## config.mk

```make
export PLATFORM = sky130hd
export DESIGN_NAME = pomf_alu
export DESIGN_NICKNAME = d
export VERILOG_FILES = /design/src/sv/point_on_mesh_face_test_top_defines.svh /design/src/sv/pomf_pkg.sv /design/src/sv/pomf_alu.sv
export SDC_FILE = /design/constraint.sdc
export NUM_CORES = 2
export LEC_CHECK = 0
export BUFFER_PORTS_ARGS = -buffer_cell sky130_fd_sc_hd__buf_2
export CORE_MARGIN = 10
export CORE_UTILIZATION = 40
export CTS_BUF_LIST = sky130_fd_sc_hd__clkbuf_16
export DETAILED_ROUTE_END_ITERATION = 10
export GPL_ROUTABILITY_DRIVEN = 0
export PLACE_DENSITY_LB_ADDON = 0.3
export SLEW_MARGIN = 40
export SYNTH_ARGS = -nofsm -noshare
export SYNTH_HDL_FRONTEND = slang
export SYNTH_SLANG_ARGS = --single-unit
```

## constraint.sdc

```tcl
create_clock -name clk -period 21.1 [get_ports clk]
set_input_delay 3.165 -clock clk [delete_from_list [all_inputs] [get_ports clk]]
set_output_delay 3.165 -clock clk [all_outputs]
set_load 0.05 [all_outputs]
```

## src/sv/point_on_mesh_face_test_top_defines.svh

```systemverilog
// Assertion macros for the point-on-mesh face test block.
// Included by the RTL file that carries concurrent assertions; expects clk and rst_n in scope.
`ifndef POINT_ON_MESH_FACE_TEST_TOP_DEFINES_SVH
`define POINT_ON_MESH_FACE_TEST_TOP_DEFINES_SVH

// Consequent must hold in the same cycle as the antecedent.
`define POMF_ASSERT_SAME(lbl, ante, cons, msg) \
    lbl: assert property (@(posedge clk) disable iff (!rst_n) (ante) |-> (cons)) \
        else $error(msg);

// Consequent must hold in the cycle after the antecedent.
`define POMF_ASSERT_NEXT(lbl, ante, cons, msg) \
    lbl: assert property (@(posedge clk) disable iff (!rst_n) (ante) |=> (cons)) \
        else $error(msg);

`endif

```

## src/sv/pomf_pkg.sv

```systemverilog
// Shared types, constants and the per-triangle microcode for the point-on-mesh face test.
// No dependencies; imported by pomf_alu and point_on_mesh_face_test_top.
`default_nettype none

package pomf_pkg;

    localparam int unsigned MAX_VERTICES  = 1024;
    localparam int unsigned MAX_TRIANGLES = 1024;
    localparam int unsigned VA_W = $clog2(MAX_VERTICES);
    localparam int unsigned TA_W = $clog2(MAX_TRIANGLES);
    localparam int unsigned FC_W = 11;
    localparam int unsigned THR_W = 20;
    localparam int unsigned COORD_W = 32;

    // Wide datapath: nw^2 and lmin*den stay below 2^203
    localparam int unsigned WIDE_W = 208;
    localparam int unsigned RF_AW  = 5;
    localparam int unsigned NB_W   = 7;
    localparam int unsigned PC_W   = 7;
    localparam int unsigned UC_LEN = 75;

    typedef logic [WIDE_W-1:0] wide_t;

    // Input commands
    localparam logic [1:0] CMD_VERTEX   = 2'd0;
    localparam logic [1:0] CMD_TRIANGLE = 2'd1;
    localparam logic [1:0] CMD_QUERY    = 2'd2;

    // Configuration register indexes
    localparam logic CFG_THRESHOLD  = 1'b0;
    localparam logic CFG_FACE_COUNT = 1'b1;

    typedef enum logic [2:0] {
        OP_MUL,
        OP_ADD,
        OP_SUB,
        OP_MIN,
        OP_CHKNN,
        OP_CHKPOS
    } alu_op_t;

    typedef struct packed {
        alu_op_t          op;
        logic [NB_W-1:0]  nbits;
    } alu_cmd_t;

    typedef struct packed {
        logic busy;
        logic done;
        logic fail;
    } alu_stat_t;

    typedef struct packed {
        alu_op_t           op;
        logic [RF_AW-1:0]  dst;
        logic [RF_AW-1:0]  src_a;
        logic [RF_AW-1:0]  src_b;
        logic [NB_W-1:0]   nbits;
    } uc_t;

    // Register file slots
    localparam logic [RF_AW-1:0] R_E1X  = 5'd0;
    localparam logic [RF_AW-1:0] R_E1Y  = 5'd1;
    localparam logic [RF_AW-1:0] R_E1Z  = 5'd2;
    localparam logic [RF_AW-1:0] R_E2X  = 5'd3;
    localparam logic [RF_AW-1:0] R_E2Y  = 5'd4;
    localparam logic [RF_AW-1:0] R_E2Z  = 5'd5;
    localparam logic [RF_AW-1:0] R_WX   = 5'd6;
    localparam logic [RF_AW-1:0] R_WY   = 5'd7;
    localparam logic [RF_AW-1:0] R_WZ   = 5'd8;
    localparam logic [RF_AW-1:0] R_D00  = 5'd9;
    localparam logic [RF_AW-1:0] R_D01  = 5'd10;
    localparam logic [RF_AW-1:0] R_D02  = 5'd11;
    localparam logic [RF_AW-1:0] R_D11  = 5'd12;
    localparam logic [RF_AW-1:0] R_D12  = 5'd13;
    localparam logic [RF_AW-1:0] R_D22  = 5'd14;
    localparam logic [RF_AW-1:0] R_TMP  = 5'd15;
    localparam logic [RF_AW-1:0] R_DEN  = 5'd16;
    localparam logic [RF_AW-1:0] R_NU   = 5'd17;
    localparam logic [RF_AW-1:0] R_NV   = 5'd18;
    localparam logic [RF_AW-1:0] R_NX   = 5'd19;
    localparam logic [RF_AW-1:0] R_NY   = 5'd20;
    localparam logic [RF_AW-1:0] R_NZ   = 5'd21;
    localparam logic [RF_AW-1:0] R_NW   = 5'd22;
    localparam logic [RF_AW-1:0] R_E3X  = 5'd23;
    localparam logic [RF_AW-1:0] R_THR  = 5'd24;
    localparam logic [RF_AW-1:0] R_THR1 = 5'd25;
    localparam logic [RF_AW-1:0] R_ONE  = 5'd26;
    localparam logic [RF_AW-1:0] R_E3Y  = 5'd27;
    localparam logic [RF_AW-1:0] R_E3Z  = 5'd28;
    localparam logic [RF_AW-1:0] R_TW   = 5'd29;
    localparam logic [RF_AW-1:0] R_T2   = 5'd30;
    localparam logic [RF_AW-1:0] R_LMIN = 5'd31;

    // Multiplier lengths: signed width of the second operand
    localparam logic [NB_W-1:0] NB_C = 7'd33;
    localparam logic [NB_W-1:0] NB_D = 7'd68;
    localparam logic [NB_W-1:0] NB_T = 7'd22;
    localparam logic [NB_W-1:0] NB_S = 7'd18;
    localparam logic [NB_W-1:0] NB_N = 7'd104;
    localparam logic [NB_W-1:0] NB_X = 7'd0;

    function automatic uc_t uc_op(alu_op_t op, logic [RF_AW-1:0] d, logic [RF_AW-1:0] a,
                                  logic [RF_AW-1:0] b, logic [NB_W-1:0] nb);
        uc_t u;
        u.op    = op;
        u.dst   = d;
        u.src_a = a;
        u.src_b = b;
        u.nbits = nb;
        return u;
    endfunction

    // Per-triangle program; a failing check skips to the next triangle
    function automatic uc_t uc_rom(logic [PC_W-1:0] pc);
        uc_t u;
        case (pc)
            // d00 = e2.e2
            7'd0:  u = uc_op(OP_MUL, R_D00, R_E2X, R_E2X, NB_C);
            7'd1:  u = uc_op(OP_MUL, R_TMP, R_E2Y, R_E2Y, NB_C);
            7'd2:  u = uc_op(OP_ADD, R_D00, R_D00, R_TMP, NB_X);
            7'd3:  u = uc_op(OP_MUL, R_TMP, R_E2Z, R_E2Z, NB_C);
            7'd4:  u = uc_op(OP_ADD, R_D00, R_D00, R_TMP, NB_X);
            // d01 = e2.e1
            7'd5:  u = uc_op(OP_MUL, R_D01, R_E2X, R_E1X, NB_C);
            7'd6:  u = uc_op(OP_MUL, R_TMP, R_E2Y, R_E1Y, NB_C);
            7'd7:  u = uc_op(OP_ADD, R_D01, R_D01, R_TMP, NB_X);
            7'd8:  u = uc_op(OP_MUL, R_TMP, R_E2Z, R_E1Z, NB_C);
            7'd9:  u = uc_op(OP_ADD, R_D01, R_D01, R_TMP, NB_X);
            // d02 = e2.w
            7'd10: u = uc_op(OP_MUL, R_D02, R_E2X, R_WX, NB_C);
            7'd11: u = uc_op(OP_MUL, R_TMP, R_E2Y, R_WY, NB_C);
            7'd12: u = uc_op(OP_ADD, R_D02, R_D02, R_TMP, NB_X);
            7'd13: u = uc_op(OP_MUL, R_TMP, R_E2Z, R_WZ, NB_C);
            7'd14: u = uc_op(OP_ADD, R_D02, R_D02, R_TMP, NB_X);
            // d11 = e1.e1
            7'd15: u = uc_op(OP_MUL, R_D11, R_E1X, R_E1X, NB_C);
            7'd16: u = uc_op(OP_MUL, R_TMP, R_E1Y, R_E1Y, NB_C);
            7'd17: u = uc_op(OP_ADD, R_D11, R_D11, R_TMP, NB_X);
            7'd18: u = uc_op(OP_MUL, R_TMP, R_E1Z, R_E1Z, NB_C);
            7'd19: u = uc_op(OP_ADD, R_D11, R_D11, R_TMP, NB_X);
            // d12 = e1.w
            7'd20: u = uc_op(OP_MUL, R_D12, R_E1X, R_WX, NB_C);
            7'd21: u = uc_op(OP_MUL, R_TMP, R_E1Y, R_WY, NB_C);
            7'd22: u = uc_op(OP_ADD, R_D12, R_D12, R_TMP, NB_X);
            7'd23: u = uc_op(OP_MUL, R_TMP, R_E1Z, R_WZ, NB_C);
            7'd24: u = uc_op(OP_ADD, R_D12, R_D12, R_TMP, NB_X);
            // e3 = e2 - e1, d22 = e3.e3
            7'd25: u = uc_op(OP_SUB, R_E3X, R_E2X, R_E1X, NB_X);
            7'd26: u = uc_op(OP_SUB, R_E3Y, R_E2Y, R_E1Y, NB_X);
            7'd27: u = uc_op(OP_SUB, R_E3Z, R_E2Z, R_E1Z, NB_X);
            7'd28: u = uc_op(OP_MUL, R_D22, R_E3X, R_E3X, NB_C);
            7'd29: u = uc_op(OP_MUL, R_TMP, R_E3Y, R_E3Y, NB_C);
            7'd30: u = uc_op(OP_ADD, R_D22, R_D22, R_TMP, NB_X);
            7'd31: u = uc_op(OP_MUL, R_TMP, R_E3Z, R_E3Z, NB_C);
            7'd32: u = uc_op(OP_ADD, R_D22, R_D22, R_TMP, NB_X);
            // den, skip degenerate
            7'd33: u = uc_op(OP_MUL, R_DEN, R_D00, R_D11, NB_D);
            7'd34: u = uc_op(OP_MUL, R_TMP, R_D01, R_D01, NB_D);
            7'd35: u = uc_op(OP_SUB, R_DEN, R_DEN, R_TMP, NB_X);
            7'd36: u = uc_op(OP_CHKPOS, R_TMP, R_DEN, R_DEN, NB_X);
            // nu, nv
            7'd37: u = uc_op(OP_MUL, R_NU, R_D11, R_D02, NB_D);
            7'd38: u = uc_op(OP_MUL, R_TMP, R_D01, R_D12, NB_D);
            7'd39: u = uc_op(OP_SUB, R_NU, R_NU, R_TMP, NB_X);
            7'd40: u = uc_op(OP_MUL, R_NV, R_D00, R_D12, NB_D);
            7'd41: u = uc_op(OP_MUL, R_TMP, R_D01, R_D02, NB_D);
            7'd42: u = uc_op(OP_SUB, R_NV, R_NV, R_TMP, NB_X);
            // u >= -t and v >= -t
            7'd43: u = uc_op(OP_MUL, R_TW, R_DEN, R_THR, NB_T);
            7'd44: u = uc_op(OP_MUL, R_TMP, R_NU, R_ONE, NB_S);
            7'd45: u = uc_op(OP_ADD, R_TMP, R_TMP, R_TW, NB_X);
            7'd46: u = uc_op(OP_CHKNN, R_TMP, R_TMP, R_TMP, NB_X);
            7'd47: u = uc_op(OP_MUL, R_TMP, R_NV, R_ONE, NB_S);
            7'd48: u = uc_op(OP_ADD, R_TMP, R_TMP, R_TW, NB_X);
            7'd49: u = uc_op(OP_CHKNN, R_TMP, R_TMP, R_TMP, NB_X);
            // u + v <= 1 + t
            7'd50: u = uc_op(OP_ADD, R_TMP, R_NU, R_NV, NB_X);
            7'd51: u = uc_op(OP_MUL, R_TMP, R_TMP, R_ONE, NB_S);
            7'd52: u = uc_op(OP_MUL, R_T2, R_DEN, R_THR1, NB_T);
            7'd53: u = uc_op(OP_SUB, R_TMP, R_T2, R_TMP, NB_X);
            7'd54: u = uc_op(OP_CHKNN, R_TMP, R_TMP, R_TMP, NB_X);
            // shortest squared edge
            7'd55: u = uc_op(OP_MIN, R_LMIN, R_D11, R_D00, NB_X);
            7'd56: u = uc_op(OP_MIN, R_LMIN, R_LMIN, R_D22, NB_X);
            // n = e1 x e2
            7'd57: u = uc_op(OP_MUL, R_NX, R_E1Y, R_E2Z, NB_C);
            7'd58: u = uc_op(OP_MUL, R_TMP, R_E1Z, R_E2Y, NB_C);
            7'd59: u = uc_op(OP_SUB, R_NX, R_NX, R_TMP, NB_X);
            7'd60: u = uc_op(OP_MUL, R_NY, R_E1Z, R_E2X, NB_C);
            7'd61: u = uc_op(OP_MUL, R_TMP, R_E1X, R_E2Z, NB_C);
            7'd62: u = uc_op(OP_SUB, R_NY, R_NY, R_TMP, NB_X);
            7'd63: u = uc_op(OP_MUL, R_NZ, R_E1X, R_E2Y, NB_C);
            7'd64: u = uc_op(OP_MUL, R_TMP, R_E1Y, R_E2X, NB_C);
            7'd65: u = uc_op(OP_SUB, R_NZ, R_NZ, R_TMP, NB_X);
            // nw = n.w
            7'd66: u = uc_op(OP_MUL, R_NW, R_NX, R_WX, NB_C);
            7'd67: u = uc_op(OP_MUL, R_TMP, R_NY, R_WY, NB_C);
            7'd68: u = uc_op(OP_ADD, R_NW, R_NW, R_TMP, NB_X);
            7'd69: u = uc_op(OP_MUL, R_TMP, R_NZ, R_WZ, NB_C);
            7'd70: u = uc_op(OP_ADD, R_NW, R_NW, R_TMP, NB_X);
            // plane distance below shortest edge
            7'd71: u = uc_op(OP_MUL, R_NW, R_NW, R_NW, NB_N);
            7'd72: u = uc_op(OP_MUL, R_TMP, R_DEN, R_LMIN, NB_D);
            7'd73: u = uc_op(OP_SUB, R_TMP, R_TMP, R_NW, NB_X);
            7'd74: u = uc_op(OP_CHKPOS, R_TMP, R_TMP, R_TMP, NB_X);
            default: u = uc_op(OP_CHKPOS, R_TMP, R_TMP, R_TMP, NB_X);
        endcase
        return u;
    endfunction

    // Signed difference of two Q16.16 coordinates
    function automatic logic [COORD_W:0] coord_diff(logic [COORD_W-1:0] p,
                                                    logic [COORD_W-1:0] q);
        return {p[COORD_W-1], p} - {q[COORD_W-1], q};
    endfunction

    function automatic wide_t widen_diff(logic [COORD_W:0] d);
        return {{(WIDE_W-COORD_W-1){d[COORD_W]}}, d};
    endfunction

endpackage

`default_nettype wire

```

## src/sv/pomf_alu.sv

```systemverilog
// Shared wide arithmetic unit: shift-add multiplier, add/sub, min and sign checks.
// Depends on pomf_pkg.
`default_nettype none

module pomf_alu import pomf_pkg::*; (
    input  logic      clk,
    input  logic      rst_n,
    input  logic      start,
    input  alu_cmd_t  cmd,
    input  wide_t     a,
    input  wide_t     b,
    output alu_stat_t stat,
    output wide_t     res
);

    logic            run_reg;
    logic            done_reg;
    logic            fail_reg;
    wide_t           acc_reg;
    wide_t           ash_reg;
    wide_t           bsh_reg;
    logic [NB_W-1:0] cnt_reg;
    wide_t           res_reg;

    logic  last;
    wide_t addend;
    wide_t add_x;
    wide_t add_y;
    logic  add_sub;
    wide_t sum;

    // One adder serves both the multiply steps and the add, subtract and min ops
    always_comb
    begin
        last    = (cnt_reg == NB_W'(1));
        addend  = bsh_reg[0] ? ash_reg : '0;
        add_x   = run_reg ? acc_reg : a;
        add_y   = run_reg ? addend : b;
        add_sub = run_reg ? last : (cmd.op != OP_ADD);
        sum     = add_x + (add_y ^ {WIDE_W{add_sub}}) + {{(WIDE_W-1){1'b0}}, add_sub};
    end

    // Sequence control
    always_ff @(posedge clk or negedge rst_n)
    begin
        if (!rst_n)
        begin
            run_reg  <= 1'b0;
            done_reg <= 1'b0;
        end
        else
        begin
            done_reg <= 1'b0;
            if (run_reg)
            begin
                if (last)
                begin
                    run_reg  <= 1'b0;
                    done_reg <= 1'b1;
                end
            end
            else if (start)
            begin
                if (cmd.op == OP_MUL)
                    run_reg <= 1'b1;
                else
                    done_reg <= 1'b1;
            end
        end
    end

    // Datapath: the top multiplier bit carries negative weight
    always_ff @(posedge clk)
    begin
        if (run_reg)
        begin
            acc_reg <= sum;
            ash_reg <= ash_reg << 1;
            bsh_reg <= bsh_reg >> 1;
            cnt_reg <= cnt_reg - NB_W'(1);
            if (last)
                res_reg <= sum;
        end
        else if (start)
        begin
            acc_reg  <= '0;
            ash_reg  <= a;
            bsh_reg  <= b;
            cnt_reg  <= cmd.nbits;
            fail_reg <= (cmd.op == OP_CHKNN) ? a[WIDE_W-1] : (a[WIDE_W-1] | (a == '0));
            case (cmd.op)
                OP_ADD, OP_SUB: res_reg <= sum;
                OP_MIN:         res_reg <= sum[WIDE_W-1] ? a : b;
                default:        res_reg <= a;
            endcase
        end
    end

    assign stat.busy = run_reg;
    assign stat.done = done_reg;
    assign stat.fail = fail_reg;
    assign res       = res_reg;

endmodule

`default_nettype wire

```

==> results by stage <==
STA:
- The clock arrives with about 0.048 ns of skew.
- Setup repair after global routing left no endpoint under its margin.
- The number of pins exceeding their max-slew limit in the final report is 0.
- The maximum clock rate is around 94 MHz.
- Setup violations remaining at the end of the flow were counted as 0.
- The total count of hold-check failures in the final report is 0.
- Headroom to the max-slew limit came out at 35.16%.
- The final worst-path cycle share is slightly above 50%.
- At the pin with the least slew margin, the transition time is around 0.97 ns.
- Setup total negative slack on the finished layout was measured at 0 ns.
- The worst path in the final design needs a cycle of about 11 ns, including I/O delays and setup.

Synthesis:
- The most common flop cell mapped by yosys is sky130_fd_sc_hd__edfxtp_1.
- The mapped netlist covers 56410 um2.
- The net count after synthesis is 6248.
- The fraction of the yosys area taken by sequential cells is roughly 45%.
- After synthesis, the most frequently instantiated cells are sky130_fd_sc_hd__edfxtp_1 (838), sky130_fd_sc_hd__a21oi_1 (602), sky130_fd_sc_hd__nand2_1 (376), sky130_fd_sc_hd__nor2_1 (328), sky130_fd_sc_hd__a21o_1 (294).
- The synthesized instance count is about 5.6k.
- Summed over all instances, the cell type with the most area after synthesis is sky130_fd_sc_hd__edfxtp_1.
- A synthesized cell averages around 10 um2.
- Counting flops and latches in the post-synthesis netlist gives 842.
- By area the synthesized netlist is led by sky130_fd_sc_hd__edfxtp_1 (45%), sky130_fd_sc_hd__a21oi_1 (5.3%), sky130_fd_sc_hd__ha_1 (4.6%), sky130_fd_sc_hd__xor2_1 (4.2%), sky130_fd_sc_hd__mux2_2 (4.1%).
- The number of synthesized flops with an enable pin is between 800 and 900.
- Yosys instantiated no cell more often than sky130_fd_sc_hd__edfxtp_1.
- After synthesis, the largest area contributor takes up between 40 and 50% of total cell area.
- After synthesis, the share of flip-flops with an asynchronous set or reset is less than 1%.
- The Yosys step of the flow raised 0 warnings.
- The synthesized netlist contains 91 unique library cells.

Die:
- Pin placement for this block handled 640 I/O pins.
- From bottom edge to top edge, the die measures ~400 um.
- The cell row count is between 100 and 150.
- The width of the die is about 400 um.
- The core area is between 100000 and 150000 um2.
- The total die area is between 150000 and 200000 um2.
- The initial cell density of the core is about 40%.

CTS:
- The TritonCTS sink count is roughly 840.
- The clock latency on the worst-skew pair is 0.77 ns.
- The H-tree depth reported by CTS is 3.
- The post-cts resize count is 0.
- Counting the buffers created by CTS gives 96.
- The post-CTS setup-driven buffer insertion count is 0.
- After clock tree synthesis, the clock-pin slew on the worst setup and hold paths is approximately 0.050 ns.
- The number of buffers added to fix hold violations after cts is 0.
- TritonCTS built the clock tree.
- In this run the deepest clock path goes through 3 buffers.
- The clock root buffer master is sky130_fd_sc_hd__clkbuf_16.

Job:
- The count of max-cap constraint violations is 0.

Drt:
- Summing over every cut layer, the via total after detailed routing is approximately 49k.
- After detailed routing, the total wire length is around 210000 um.
- Using the TritonRoute via totals, the vias-per-cell ratio works out to slightly above 6.
- In this run the remaining antenna-violating nets after routing total 0.
- After detailed routing, the number of remaining DRC violations is 0.
- The number of search-and-repair iterations in the first detailed-routing pass is 9.
- In this run, the number of DRC markers left after iteration 0 of detailed routing was roughly 6.5k.
- The wire length per cell is 26.70 um.

Worst setup path:
- For the worst setup path, the data required time is 21.68 ns.
- The worst setup path is captured at a flop.
- The worst flop-to-flop path startpoint is run_reg$_DFF_PN0_.
- The capture point of the worst reg-to-reg path is res[99]$_DFFE_PP_.
- STA classifies the critical path startpoint as an input pin.
- Tracing the worst setup path back leads to its startpoint at cmd[9].
- The data arrival time of the critical path is about 11 ns.
- The critical path endpoint is res[99]$_DFFE_PP_.
- The minimum setup slack among reg-to-reg paths is about 11 ns.
- The critical path class is input pin to flop.
- The largest fanout on the critical path is just over 100.
- The worst-case reg-to-reg path depth is 22.

Placed design:
- The estimated wirelength of the detail-placed design is approximately 160000 um.
- The quantity of I/O buffers inserted on ports is 639.

Min path:
- The number of cells traversed by the worst hold path is 2.
- In this run the worst hold path is classified as flop to flop.
- In this run the most critical hold path is launched from bsh_reg[207]$_SDFFE_PP0P_.

Global routing:
- Global routing used 25.82% of the available tracks.
- The first global-routing pass estimated ~310000 um of wire.
- Entering global routing, the biggest net connects roughly 190 pins.
- The remaining global-route overflow is 0.
- The via count of the first global-routing pass is 48.02k.
- The number of antenna violations at the first check in global routing is 34.

Layout:
- The share of cells above drive strength 1 is 18.15%.
- The layout-stage area growth over the synthesis result is 14.00%.
- The number of fill cells in the layout is ~13k.
- At the end of the flow, the number of nets in the layout was between 6k and 7k.

Status:
- The flow ran to the end, and the final reports show no timing, DRC or antenna violations.
## worst min-delay path by stage
| stage | to |
|---|---|
| 3_3_place_gp | bsh_reg[207]$_SDFFE_PP0P_ |
| 4_1_cts | bsh_reg[207]$_SDFFE_PP0P_ |
| 2_1_floorplan | bsh_reg[207]$_SDFFE_PP0P_ |
| 5_1_grt | bsh_reg[201]$_DFFE_PP_ |
| 6_report | bsh_reg[207]$_SDFFE_PP0P_ |
| 3_5_place_dp | bsh_reg[207]$_SDFFE_PP0P_ |
## through the flow
step                util, %  cell area (um2)  hold slack [ns]  worst slack (ns)  instances
finish                45.97            64310           0.4956             10.47       8004
global route          45.96            64280           0.5305             10.20       7994
CTS                   45.86            64150           0.5013             10.71       7987
detailed placement    43.71            61130           0.4886             9.921       7814
global placement      43.57            60940           0.4764             9.973       7810
floorplan                 -            56410           0.4602             9.728       5610
## critical path, stage by stage
cell                        delay [ns]
sky130_fd_sc_hd__buf_2            0.16
sky130_fd_sc_hd__nor3b_1          0.42
sky130_fd_sc_hd__a2bb2oi_4        0.20
sky130_fd_sc_hd__buf_12           0.52
sky130_fd_sc_hd__buf_4            0.76
sky130_fd_sc_hd__xor2_1           0.18
sky130_fd_sc_hd__ha_1             0.45
sky130_fd_sc_hd__nand2_1          0.15
sky130_fd_sc_hd__nor4_2           0.44
sky130_fd_sc_hd__nand4_1          0.29
sky130_fd_sc_hd__or4_1            0.53
sky130_fd_sc_hd__nand2b_1         0.20
sky130_fd_sc_hd__a311o_1          0.50
sky130_fd_sc_hd__and3_4           0.26
sky130_fd_sc_hd__o31ai_4          0.35
sky130_fd_sc_hd__and2_4           0.64
sky130_fd_sc_hd__buf_4            0.59
sky130_fd_sc_hd__buf_4            0.67
sky130_fd_sc_hd__a22oi_1          0.19
sky130_fd_sc_hd__o21ai_1          0.12
## area by class of cell
class / instances / area (um2) / area share, %
clock buffer: 96 / 2402 / 3.736
inverter: 162 / 610.6 / 0.9495
sequential: 842 / 25260 / 39.28
timing repair buffer: 706 / 3951 / 6.144
tap: 1876 / 2347 / 3.650
multi-input combinational: 4232 / 29090 / 45.23
clock inverter: 77 / 615.6 / 0.9573
antenna: 13 / 32.53 / 0.05059
## cell usage in the layout, fill, tap and decap left out, types with 13 or more instances in the layout
cell type / Yosys / routed
sky130_fd_sc_hd__edfxtp_1: 838 / 838
sky130_fd_sc_hd__xnor2_1: 150 / 150
sky130_fd_sc_hd__o21ai_1: 89 / 88
sky130_fd_sc_hd__inv_1: 161 / 173
sky130_fd_sc_hd__o21ai_0: 233 / 233
sky130_fd_sc_hd__nor3_1: 56 / 56
sky130_fd_sc_hd__a21o_1: 294 / 293
sky130_fd_sc_hd__nand2b_1: 15 / 15
sky130_fd_sc_hd__o21a_1: 32 / 32
sky130_fd_sc_hd__a31oi_1: 29 / 29
sky130_fd_sc_hd__buf_2: 80 / 639
sky130_fd_sc_hd__buf_4: 14 / 42
sky130_fd_sc_hd__clkbuf_16: 0 / 96
sky130_fd_sc_hd__clkinv_2: 0 / 14
sky130_fd_sc_hd__o31ai_1: 24 / 24
sky130_fd_sc_hd__o211ai_1: 14 / 14
sky130_fd_sc_hd__a22oi_1: 104 / 104
sky130_fd_sc_hd__ha_1: 208 / 208
sky130_fd_sc_hd__nor2b_1: 208 / 207
sky130_fd_sc_hd__diode_2: 0 / 13
sky130_fd_sc_hd__a222oi_1: 95 / 95
sky130_fd_sc_hd__a21oi_1: 602 / 602
sky130_fd_sc_hd__nand2_1: 376 / 376
sky130_fd_sc_hd__clkinv_1: 0 / 23
sky130_fd_sc_hd__o21bai_1: 76 / 76
sky130_fd_sc_hd__a211oi_1: 16 / 16
sky130_fd_sc_hd__xor2_1: 271 / 271
sky130_fd_sc_hd__and2_1: 143 / 141
sky130_fd_sc_hd__a21boi_0: 27 / 27
sky130_fd_sc_hd__mux2_2: 207 / 207
sky130_fd_sc_hd__or3_1: 13 / 13
sky130_fd_sc_hd__nor2_1: 328 / 326
sky130_fd_sc_hd__nand3_1: 36 / 36
sky130_fd_sc_hd__a22o_1: 210 / 210
sky130_fd_sc_hd__nand4_1: 140 / 140
sky130_fd_sc_hd__nor4_1: 76 / 67
## cell families (layout without fill, tap and decap cells)
group	count (synthesis)	in the layout	share of synthesized area, %
buf+inv	536	1041	3.970
xor+xnor	421	421	6.537
compound gates	1937	1937	22.87
fa+ha+maj	209	209	4.649
flops	842	842	44.77
mux	212	212	4.221
other cells	0	13	0
simple gates	1453	1453	12.98
## per-layer routing
| metal | track usage (%) | up-vias | wire [um] |
|---|---|---|---|
| met4 | 8.643 | 20 | 7672 |
| met1 | 34.21 | 24020 | 86290 |
| met3 | 7.014 | 442 | 23430 |
| met2 | 40.56 | 2722 | 96200 |
| met5 | 0 | - | 122 |
| li1 | - | 22080 | - |
Power is left out: the tool's default activity adds up to more than one toggle a clock period on the data nets, which glitch-free logic cannot reach.
